--- config.mk ---
export PLATFORM = sky130hd
export DESIGN_NAME = swm_cell
export DESIGN_NICKNAME = d
export VERILOG_FILES = /design/src/rtl/core/swm_pkg.sv /design/src/rtl/core/swm_cell.sv
export SDC_FILE = /design/constraint.sdc
export NUM_CORES = 1
export LEC_CHECK = 0
export BUFFER_PORTS_ARGS = -buffer_cell sky130_fd_sc_hd__buf_2
export CAP_MARGIN = 20
export CORE_ASPECT_RATIO = 0.8
export CORE_MARGIN = 5
export CORE_UTILIZATION = 55
export CTS_BUF_LIST = sky130_fd_sc_hd__clkbuf_8
export CTS_CLUSTER_DIAMETER = 200
export DETAILED_ROUTE_END_ITERATION = 10
export GPL_TIMING_DRIVEN = 0
export PLACE_DENSITY = 0.86
export SLEW_MARGIN = 20
export SYNTH_ARGS = -nofsm -noshare
export SYNTH_HDL_FRONTEND = slang
export SYNTH_SLANG_ARGS = --single-unit
--- constraint.sdc ---
create_clock -name clk -period 4.6 [get_ports clk]
set_input_delay 0.23 -clock clk [delete_from_list [all_inputs] [get_ports clk]]
set_output_delay 0.23 -clock clk [all_outputs]
set_load 0.02 [all_outputs]
--- src/rtl/core/swm_pkg.sv ---
`timescale 1ns / 1ps

package swm_pkg;

	// default sizing of the count tree and the sample ring
	localparam int VALUE_BITS_DEF = 16;
	localparam int MAX_WINDOW_DEF = 4096;

	// fixed field widths
	localparam int SAMPLE_W = 16;
	localparam int MEDIAN_W = 16;
	localparam int CFG_W    = 13;
	localparam int CFG_MAX  = (1 << CFG_W) - 1;

	// window length after reset
	localparam logic [CFG_W-1:0] WS_RESET = 13'd3;

	// command broadcast from the controller to every tree level
	typedef struct packed {
		logic clr;   // write zero at the sweep address
		logic upd;   // read-modify-write one count on this level
		logic dec;   // the update removes a sample rather than adding one
	} swm_cmd_t;

endpackage

--- src/rtl/core/swm_cell.sv ---
`timescale 1ns / 1ps

module swm_cell #(
	parameter int VB    = swm_pkg::VALUE_BITS_DEF,
	parameter int DEPTH = 1,
	parameter int CW    = 13
) (
	input  logic             clk,
	input  logic             arst_n,
	input  swm_pkg::swm_cmd_t cmd,
	input  logic [VB-1:0]    clr_addr,
	input  logic [VB-1:0]    upd_value,
	input  logic             in_valid,
	input  logic [VB-1:0]    in_path,
	input  logic [CW-1:0]    in_rank,
	output logic             out_valid,
	output logic [VB-1:0]    out_path,
	output logic [CW-1:0]    out_rank
);

	localparam int N = 1 << DEPTH;

	// counts of all nodes on this level of the tree
	logic [CW-1:0]    mem [N];

	logic [DEPTH-1:0] rd_addr;
	logic [DEPTH-1:0] addr_q;
	logic [CW-1:0]    cnt_q;
	logic [VB-1:0]    path_q;
	logic [CW-1:0]    rank_q;
	logic             wr_pend_q;
	logic             dec_q;
	logic             walk_q;
	logic [CW-1:0]    wr_data;
	logic             take;

	// an update addresses the sample's ancestor, a walk the left child of its node
	assign rd_addr = cmd.upd ? upd_value[VB-1 -: DEPTH] : in_path[VB-1 -: DEPTH];

	// count memory: sweep clear, write-back of an update, registered read
	always_ff @(posedge clk) begin
		if (cmd.clr) begin
			mem[clr_addr[DEPTH-1:0]] <= '0;
		end else if (wr_pend_q) begin
			mem[addr_q] <= wr_data;
		end
		if (cmd.upd || in_valid) begin
			cnt_q <= mem[rd_addr];
		end
		addr_q <= rd_addr;
		path_q <= in_path;
		rank_q <= in_rank;
	end

	// control of the update write-back and the walk token
	always_ff @(posedge clk or negedge arst_n) begin
		if (!arst_n) begin
			wr_pend_q <= 1'b0;
			dec_q     <= 1'b0;
			walk_q    <= 1'b0;
		end else begin
			wr_pend_q <= cmd.upd && !cmd.clr;
			dec_q     <= cmd.dec;
			walk_q    <= in_valid;
		end
	end

	assign wr_data = dec_q ? (cnt_q - 1'b1) : (cnt_q + 1'b1);

	// step of the walk: go right when the left subtree holds fewer than rank samples
	assign take      = cnt_q < rank_q;
	assign out_valid = walk_q;
	assign out_path  = path_q | (VB'(take) << (VB - DEPTH));
	assign out_rank  = take ? (rank_q - cnt_q) : rank_q;

`ifndef SYNTHESIS
	a_upd_walk_excl: assert property (@(posedge clk) disable iff (!arst_n)
		!(cmd.upd && in_valid))
		else $error("update and walk meet on one tree level");
	a_no_underflow: assert property (@(posedge clk) disable iff (!arst_n)
		(wr_pend_q && dec_q) |-> (cnt_q != '0))
		else $error("count removed below zero");
	a_no_overflow: assert property (@(posedge clk) disable iff (!arst_n)
		(wr_pend_q && !dec_q) |-> (cnt_q != '1))
		else $error("count overflow on insert");
`endif

endmodule

== Word-level counts from Yosys, hierarchy flattened ==
Memory sizes are Yosys's and may differ from the RTL's. A register that Yosys moved wholly into a read port is not among the register bits.
Index checks and enable logic that the tools add are counted.
Widths: inputs -> output; s select.

* Flip-flop bits (word level): 33
* Memory bits (writable): 26
* Input port bits: 67
* Output and inout port bits: 30
* Logic and storage cells: 27
* Memories kept: 1

{| class="wikitable"
|+ Memories
! name !! depth !! bits a word !! read ports !! clocked after Yosys merged registers in !! write ports !! RTL line !! source
|-
| mem || 2 || 13 || 1 || 1 || 1 || swm_cell.sv:24 || <nowiki>logic [CW-1:0] mem [N];</nowiki>
|}

* Add/sub/neg operators: 3
* $lt $le $gt $ge: 1
* Muxes and demuxes: 11
* Bitwise logic cells: 1
* Reduce and logical (&&, ||, !) cells: 4

{| class="wikitable"
|+ Operators by type and width
! cell !! number
|-
| $mux 13 || 3
|-
| $or 16x16->16 || 1
|-
| $add 13x1->13 const B || 1
|-
| $lt 13x13->1 || 1
|-
| $reduce_or 13->1 || 1
|-
| $sub 13x1->13 const B || 1
|-
| $sub 13x13->13 || 1
|-
| $mux 1 || 8
|-
| $logic_and 1x1->1 || 1
|-
| $logic_not 1->1 || 1
|-
| $logic_or 1x1->1 || 1
|}

== Longest topological paths before layout ==
Gate-level depths: netlist (run 1).

* Word-level depth: 5
* Gate-level depth with buffers: 9
* Gate-level depth less buffers: 9

== Worst setup path before layout (run 1) ==
Ideal clock, no wire load.

* Path kind: reg-to-output
* Start: register cnt_q[0], read port of mem
* End: output out_rank[12]
* Arrival time: 2.446 ns
* Required time: 4.370 ns
* Slack: 1.924 ns
* Stages on the path, launching flop included: 9
* Path buffers: 0
* Path through: edfxtp_1 > ha_1 > fa_1 > nor2b_1 > o31ai_2 > a211oi_1 > o21ai_0 > and3b_1 > o31ai_1

* Longest elaborated chain between the ends: 2
* Elaborated cells on any way between the ends: 3
* Those cells by class: 1 x add/sub; 1 x order compare; 1 x mux

{| class="wikitable"
|+ Ends and longest elaborated chain
! what !! RTL line !! source
|-
| from (decl) || swm_cell.sv:28 || <nowiki>logic [CW-1:0] cnt_q;</nowiki>
|-
| $sub 13x13->13 or $lt 13x13->1 (tied branches) || swm_cell.sv:74, swm_cell.sv:71 ||
|-
| $mux 13 * || swm_cell.sv:74 || <nowiki>assign out_rank = take ? (rank_q - cnt_q) : rank_q;</nowiki>
|-
| to (decl) || swm_cell.sv:18 || <nowiki>output logic [CW-1:0] out_rank</nowiki>
|}

Every way passes the cells marked *; elsewhere a longest branch is shown, timed or not.

== Worst setup path after layout (run 1) ==
Ends and elaborated chain as after synthesis.

==> results of run 1 <==
==> cells by family (layout without fill, tap and decap cells) <==
| logic type | count (synthesis) | after routing |
|---|---|---|
| AOI/OAI and AO/OA | 69 | 69 |
| xor gates and xnor gates | 15 | 15 |
| adders and majority gates | 26 | 26 |
| buffers and inverters | 36 | 150 |
| DFF | 72 | 72 |
| muxes | 15 | 15 |
| and+or+nand+nor | 66 | 66 |
==> worst reg2reg max path, cell delays in order, from the launching register on <==
cell and delay, ns:
sky130_fd_sc_hd__dfrtp_1 0.57, sky130_fd_sc_hd__fa_1 0.51, sky130_fd_sc_hd__a211oi_1 0.30, sky130_fd_sc_hd__o21bai_1 0.14, sky130_fd_sc_hd__a31oi_1 0.33, sky130_fd_sc_hd__o21ai_1 0.17
sky130_fd_sc_hd__xnor2_1 0.18, sky130_fd_sc_hd__nor2_1 0.07
==> metrics by stage <==
stage	hold slack (ns)	instance area, sq um
final	0.100	4510
after global routing	0.0807	4510
after CTS	0.0826	4510
after detailed placement	0.0264	4010
after global placement	0.0258	4000
after floorplan	-0.0656	3560
==> placed cells by master, fill, tap and decap left out, types with 7 or more instances in the layout <==
master,synthesis,routed
sky130_fd_sc_hd__a21o_1,7,7
sky130_fd_sc_hd__a21oi_1,9,9
sky130_fd_sc_hd__buf_2,1,67
sky130_fd_sc_hd__buf_4,15,15
sky130_fd_sc_hd__clkbuf_8,0,9
sky130_fd_sc_hd__dfxtp_1,30,30
sky130_fd_sc_hd__dlygate4sd3_1,0,32
sky130_fd_sc_hd__edfxtp_1,39,39
sky130_fd_sc_hd__ha_1,24,24
sky130_fd_sc_hd__inv_1,17,17
sky130_fd_sc_hd__mux2_2,13,13
sky130_fd_sc_hd__nand2_1,14,14
sky130_fd_sc_hd__nand2_2,7,7
sky130_fd_sc_hd__nor2_1,17,17
sky130_fd_sc_hd__o21ai_0,10,9
sky130_fd_sc_hd__o21ai_2,7,8
sky130_fd_sc_hd__xnor2_1,7,7
sky130_fd_sc_hd__xor2_1,8,8
==> worst paths after layout <==
path	startpoint	to	slack, ns	cells after the start
max	cnt_q[0]	out_rank[12]	1.37	9
min	cmd[2]	wr_pend_q	0.10	2
max reg2reg	dec_q	mem[1][12]	2.06	7
min reg2reg	mem[0][9]	cnt_q[9]	0.55	1
max in group asynchronous	arst_n	wr_pend_q	4.28	2
min in group asynchronous	arst_n	dec_q	0.22	2
==> registers in the layout (all words and copies together), names as in the netlist <==
name / flops
path_q: 16
rank_q: 13
dec_q: 1
cnt_q: 13
mem: 26
addr_q: 1
wr_pend_q: 1
out_valid: 1
==> power by group through the flow <==
stage / logic, mW / clock network [mW] / registers (mW)
5_1_grt: 0.500 / 0.503 / 0.754
6_report: 0.460 / 0.456 / 0.749
3_5_place_dp: 0.431 / 0 / 0.764
3_3_place_gp: 0.418 / 0 / 0.763
4_1_cts: 0.456 / 0.470 / 0.749
2_1_floorplan: 0.327 / 0 / 0.755
==> final cells by class <==
type | count | area [sq um]
plain buffers | 19 | 144
clock buffers | 9 | 124
clock inverters | 7 | 56.3
fillers | 460 | 1840
inverters | 17 | 63.8
multi-input cells | 191 | 1520
flip-flops and latches | 72 | 1850
well taps | 84 | 105
repair buffers | 98 | 651
==> metal layers <==
layer  GRT usage  vias to the layer above  part of all wire
li1            -                     1288                 -
met1       0.229                     1199              0.43
met2       0.347                       69              0.51
met3      0.0645                        7             0.054
met4      0.0587                        0             0.010
met5           0                        -                 0
==> what timing repair did <==
item | CTS | global route
resized for setup | 0 | 0
hold endpoints to repair | 34 | 0
buffers inserted | 0 | 0
hold buffers | 32 | 0
==> parameters.txt, run 1 <==
Parameter                              Value

Clocking
  Clock latency on the worst-skew pair    0.34 ns
  TritonCTS clock tree    yes
  H-tree level count    3
  Buffer type at the clock tree root    sky130_fd_sc_hd__clkbuf_8
  CTS Buffer Depth    2
  Clk slew on worst S/H paths    0.08 ns
  Number of buffers created by CTS    9
  Count of clock tree sinks    72

Worst setup path
  CP max FO    5
  Sequence of cells on the critical path    ha_1 > fa_1 > nor2b_1 > o31ai_2 > a211oi_1 > o21ai_0 > and3b_1 > o31ai_1 > buf_2
  Critical path launch point type    register
  Worst Path Required    4.37 ns
  CP max stage delay    0.52 ns
  Type of destination of the critical path    primary output
  Critical path class    reg2out
  Worst path bufs/invs    1
  Critical path data arrival time    3.00 ns
  Worst path slowest cell    sky130_fd_sc_hd__edfxtp_1
  Cell type group with the largest total delay on the critical path    compound AO/OA/AOI/OAI gates

Power and ir drop
  Sequential Power Share    0.450
  Power consumption    1.67 mW
  Switching share of power    0.322
  Combinational fraction of design power    0.276
  Int Power    1.13 mW
  Leakage dissipation    1.98 nW
  Switching power total    0.537 mW
  Power share of the clock group    0.274
  VDD IR-drop max    226 uV
  PD cells    370 mW/mm^2

STA
  Worst slew margin    0.433
  Setup-failing EPs final    0
  Maximum clock frequency    0.309 GHz
  Worst setup margin    1.37 ns
  Final Hold Violating Endpoints    0
  Number of max-slew violations in the final report    0
  Final total negative setup slack    0 ns
  Clock tree skew after final layout    0.00605 ns
  Portion of the clock cycle consumed by the worst path in the final layout    0.703
  RSZ-0062 raised after global routing    no
  Final critical delay including setup and external delays    3.23 ns
  Worst slew pin tran    0.851 ns

Floorplanning
  Die X    100 um
  Core Footprint    0.00634 sq mm
  Number of placed I/O pins    97
  Std-Cell Rows    26
  Die Y    82.0 um
  Die area    0.00819 sq mm
  Starting utilization of the core area    0.561

Finish
  Inserted Diodes    0
  Cell Count, Final, Fillers Out    497
  Area growth from synthesis to final layout    26.6%
  Post-layout nets    501
  Fraction of final layout cells with drive strength greater than 1    0.334
  Final standard cell utilization of the core    0.710

Routing
  Via/cell ratio    5.16
  WL per Instance    15.2 um
  Detailed-routing iteration count for the pre-antenna-repair pass    4
  Count of nets left with antenna violations after detail routing    0
  Via count of the routed design    2563
  Detailed-route wire length    7.56 mm
  # DRC    0
  Drt initial violations    130

Placed design
  Number of input and output port buffers inserted    66
  Worst Setup Slack post-DPL    1.78 ns
  Placed insts    449
  Weighted congestion at the end of routability-driven global placement    0.897
  DPL Wire Length    5.12 mm

Synth
  Synthesis warning total    0
  Synthesized area    0.00356 sq mm
  Post-Synthesis Net Count    392
  EDFF count, synth    39
  Synth top area share    0.329
  Most frequent cell after synthesis    sky130_fd_sc_hd__edfxtp_1
  Top flip-flop cell by instance count after synthesis    sky130_fd_sc_hd__edfxtp_1
  Leading cell types by total area after synthesis    sky130_fd_sc_hd__edfxtp_1 33%, sky130_fd_sc_hd__dfxtp_1 17%, sky130_fd_sc_hd__ha_1 8.4%, sky130_fd_sc_hd__mux2_2 4.1%, sky130_fd_sc_hd__buf_4 3.2%
  Number of instances in the synthesized netlist    299
  Syn_area_per_cell    11.9 sq um
  Post-Synth XOR/XNOR Area    0.0369
  Synthesized-area fraction occupied by ao, oa, aoi and oai cells    0.146
  Simple-gate area share of the yosys netlist    0.0966
  Register area share after synthesis    0.519
  Async S/R FF share, synth    0.0417
  Cell taking the most area after synthesis    sky130_fd_sc_hd__edfxtp_1
  Netlist cell types    53
  Largest family of logic cells by synthesized area    compound AO/OA/AOI/OAI gates
  Number of synthesized register bits    72
  Multiplexer fraction of the synthesized cell area    0.0481
  Adder and majority cell fraction of the synthesized area    0.0956
  Ranking of synthesized cells by instance count    39 x sky130_fd_sc_hd__edfxtp_1, 30 x sky130_fd_sc_hd__dfxtp_1, 24 x sky130_fd_sc_hd__ha_1, 17 x sky130_fd_sc_hd__inv_1, 17 x sky130_fd_sc_hd__nor2_1

Global route
  First-pass GRT wire length    12.2 mm
  Vias in the first global route    2612
  Number of antenna violations at the first check in global routing    0
  Global Route Usage Sum    0.196
  Largest net degree at the start of global routing    15
  Leftover overflow at the end of global routing    0

Outcome
  Status    finished clean

Run
  Max-cap viol count    0

Min path
  Type of the worst min-delay path    in2reg
Note: power is estimated with default switching activity, not from simulation.
==> run 2: changes to the inputs <==
- ABC_AREA: default -> 1
- PLACE_DENSITY: 0.86 -> 0.85
- clock period: 4.6 -> 3 ns (I/O delays scaled with it)
==> parameters.txt, run 2 <==
Parameter                              Value

Outcome
  Status    finished clean

Finish
  Fraction of final layout cells with drive strength greater than 1    0.220 (-0.115)
  Area growth from synthesis to final layout    25.5%
  Largest Register    mem
  Post-layout nets    671 (+34%)
  Total of fill cells in the finished design    527 (+15%)
  Commonest non-fill, non-tap cell in the layout    sky130_fd_sc_hd__nand2_1
  Registers with the highest flip-flop counts    mem x26, path_q x16
  Inserted Diodes    0 (unchanged)
  Highest-count cells in the layout ignoring fill and taps    154 x sky130_fd_sc_hd__nand2_1, 69 x sky130_fd_sc_hd__inv_1, 68 x sky130_fd_sc_hd__buf_2
  Flip-flop count of the largest register after layout    26 (unchanged)

Worst setup path
  Sequence of cells on the critical path    inv_1 > ha_1 > nand2_2 > inv_1 > nand2_1 > nand3_2 > nand2_2 > a21oi_2 > buf_6 > nand2_1 > nand2_1 > buf_2
  Critical path launch point type    register
  Critical R2R Capture    mem[1][5]
  Type of destination of the critical path    primary output
  Worst Path Required    2.85 ns (-1.52 ns)
  Crit Reg-Reg Startpoint    dec_q
  Worst path slowest cell    sky130_fd_sc_hd__ha_1
  Cell count of the worst reg-to-reg path    7 (unchanged)
  Launch point of the critical path    cnt_q[3]
  CP max FO    10 (+5)
  CP max stage delay    0.41 ns (-0.11 ns)
  Most frequent CP cell    sky130_fd_sc_hd__nand2_1
  Reg-to-reg setup timing slack    0.82 ns (-1.24 ns)
  Critical path class    reg2out
  Critical path data arrival time    2.52 ns (-0.48 ns)

Synth
  Syn_area_per_cell    8.39 sq um (-30%)
  Simple-gate area share of the yosys netlist    0.244 (+0.147)
  Ranking of synthesized cells by instance count    154 x sky130_fd_sc_hd__nand2_1, 69 x sky130_fd_sc_hd__inv_1, 39 x sky130_fd_sc_hd__edfxtp_1, 36 x sky130_fd_sc_hd__nor2_1, 30 x sky130_fd_sc_hd__dfxtp_1
  Synthesis warning total    0 (unchanged)
  Adder and majority cell fraction of the synthesized area    0.0866 (-0.00895)
  Cell taking the most area after synthesis    sky130_fd_sc_hd__edfxtp_1
  Number of synthesized register bits    72 (unchanged)
  Netlist cell types    33 (-38%)
  Multiplexer fraction of the synthesized cell area    0.0398 (-0.00833)
  EDFF count, synth    39 (unchanged)
  Post-Synth XOR/XNOR Area    0.0178 (-0.0191)
  Synth top area share    0.298 (-0.0308)
  Top flip-flop cell by instance count after synthesis    sky130_fd_sc_hd__edfxtp_1
  Synthesized area    0.00393 sq mm (+10%)
  Post-Synthesis Net Count    561 (+43%)
  Synthesized-area fraction occupied by ao, oa, aoi and oai cells    0.0360 (-0.110)
  Number of instances in the synthesized netlist    468 (+57%)
  Leading cell types by total area after synthesis    sky130_fd_sc_hd__edfxtp_1 30%, sky130_fd_sc_hd__dfxtp_1 15%, sky130_fd_sc_hd__nand2_1 15%, sky130_fd_sc_hd__ha_1 7.6%, sky130_fd_sc_hd__inv_1 6.6%
  Async S/R FF share, synth    0.0417 (unchanged)
  Largest family of logic cells by synthesized area    simple AND/OR/NAND/NOR gates
  Most frequent cell after synthesis    sky130_fd_sc_hd__nand2_1
  Register area share after synthesis    0.470 (-0.0486)

Run
  Max-cap viol count    0 (unchanged)

Routing
  Detailed-route wire length    9.08 mm (+20%)
  Detailed-routing iteration count for the pre-antenna-repair pass    4 (unchanged)
  Drt initial violations    131 (+0.77%)
  WL per Instance    13.5 um (-11%)
  Count of nets left with antenna violations after detail routing    0 (unchanged)
  Via count of the routed design    3328 (+30%)
  Via/cell ratio    4.97 (-3.7%)
  # DRC    0 (unchanged)

Clocking
  CTS Buffer Depth    2 (unchanged)
  H-tree level count    3 (unchanged)
  Number of buffers inserted to repair setup after CTS    0 (unchanged)
  Clk slew on worst S/H paths    0.07 ns (about the same)
  TritonCTS clock tree    yes
  Number of buffers created by CTS    9 (unchanged)
  Post-cts sizing count    0 (unchanged)
  Count of clock tree sinks    72 (unchanged)
  Clock latency on the worst-skew pair    0.34 ns (about the same)
  Buffer type at the clock tree root    sky130_fd_sc_hd__clkbuf_8

Power and ir drop
  PD cells    567 mW/mm^2 (+53%)
  Power share of the clock group    0.303 (+0.029)
  Sequential Power Share    0.413 (-0.037)
  Int Power    1.92 mW (+70%)
  Switching share of power    0.315 (-0.00721)
  Leakage dissipation    2.51 nW (+27%)
  Switching power total    0.881 mW (+64%)
  Combinational fraction of design power    0.284 (+0.008)
  VDD IR-drop max    458 uV (+100%)

Floorplanning
  Starting utilization of the core area    0.567 (+0.00596)
  Die area    0.00894 sq mm (+9.2%)
  Die X    104 um (+4.5%)
  Std-Cell Rows    27 (+3.8%)
  Die Y    85.6 um (+4.4%)
  Number of placed I/O pins    97 (unchanged)
  Core Footprint    0.00693 sq mm (+9.2%)

Placed design
  Weighted congestion at the end of routability-driven global placement    0.888 (-0.98%)
  Worst Setup Slack post-DPL    0.727 ns (-1.05 ns)
  Number of input and output port buffers inserted    66 (unchanged)
  DPL Wire Length    6.59 mm (+29%)

Global route
  First-pass GRT wire length    15.1 mm (+24%)
  Vias in the first global route    3412 (+31%)
  Number of antenna violations at the first check in global routing    0 (unchanged)
  Largest net degree at the start of global routing    14 (-1)
  Global Route Usage Sum    0.209 (+0.0125)
  Leftover overflow at the end of global routing    0 (unchanged)

STA
  Final critical delay including setup and external delays    2.67 ns
  Final Hold Violating Endpoints    0 (unchanged)
  Setup-failing EPs final    0 (unchanged)
  Clock tree skew after final layout    0.00729 ns (+0.00124 ns)
  Portion of the clock cycle consumed by the worst path in the final layout    0.891
  Worst slew pin tran    0.803 ns (-0.0477 ns)
  Number of max-slew violations in the final report    0 (unchanged)
  Worst slew margin    0.464 (+0.0312)
  Maximum clock frequency    0.374 GHz
  Final total negative setup slack    0 ns (unchanged)
  Worst setup margin    0.327 ns (-1.04 ns)
  RSZ-0062 raised after global routing    no

Min path
  Startpoint of the lowest-slack hold path    cmd[1]
  Type of the worst min-delay path    in2reg
  Endpoint of the worst hold-timing path    wr_pend_q
  Number of cells on the worst hold path    3 (+1)
==> run 2: worst max path at each step <==
stage / depth (start not counted) / endpoint
5_1_grt: 11 / out_rank[6]
3_5_place_dp: 11 / out_rank[6]
6_report: 12 / out_rank[4]
4_1_cts: 11 / out_rank[6]
2_1_floorplan: 10 / out_rank[8]
3_3_place_gp: 11 / out_rank[6]
==> run 2: stage by stage <==
step | instances | cell area (sq um) | util | power (mW) | hold slack, ns
finish | 670 | 4930 | 0.712 | 2.80 | 0.0755
global route | 670 | 4930 | 0.712 | 2.95 | 0.0855
CTS | 670 | 4930 | 0.712 | 2.81 | 0.0447
detailed placement | 621 | 4370 | 0.631 | 1.92 | -0.0536
global placement | 621 | 4370 | 0.631 | 1.90 | -0.0531
floorplan | 468 | 3930 | - | 1.71 | -0.146
==> run 2: final cells by class <==
class,instances,area [sq um],area share
clock buffer,10,138,0.0279
tap,87,109,0.0221
inverter,71,267,0.0540
sequential,72,1850,0.375
clock inverter,6,90.1,0.0183
timing repair buffer,99,661,0.134
multi-input combinational,305,1670,0.339
buffer,20,149,0.0302
==> run 2: power groups by stage <==
stage	clock [mW]	sequential (mW)	combinational, mW
after floorplan	0	1.16	0.551
after global placement	0	1.17	0.722
after detailed placement	0	1.18	0.749
after CTS	0.868	1.15	0.787
after global routing	0.910	1.16	0.885
final	0.849	1.15	0.794
==> run 2: logic make-up (layout without fill, tap and decap cells) <==
logic type / after synthesis / in the layout
multiplexers: 14 / 14
AO/OA/AOI/OAI: 25 / 25
XOR/XNOR: 8 / 8
AND/OR/NAND/NOR: 232 / 232
flip-flops: 72 / 72
buffers and inverters: 91 / 206
adder cells (fa/ha/maj): 26 / 26
==> run 2: what timing repair did <==
item,CTS,global route
hold endpoints to repair,35,0
setup endpoints to repair,0,0
hold buffers,33,0
==> run 2: layer usage <==
metal	vias to the layer above	wire, um	global-route usage
li1	1694	-	-
met1	1529	3860	0.245
met2	91	4590	0.378
met3	14	491	0.0444
met4	0	135	0.0753
met5	-	0	0
==> run 2: critical path: cells and delay by family (launching register included) <==
kind / cells / cell delay [ns]
flops: 1 / 0.38
buf+inv: 4 / 0.56
compound gates: 1 / 0.28
simple gates: 6 / 0.56
fa+ha+maj: 1 / 0.41
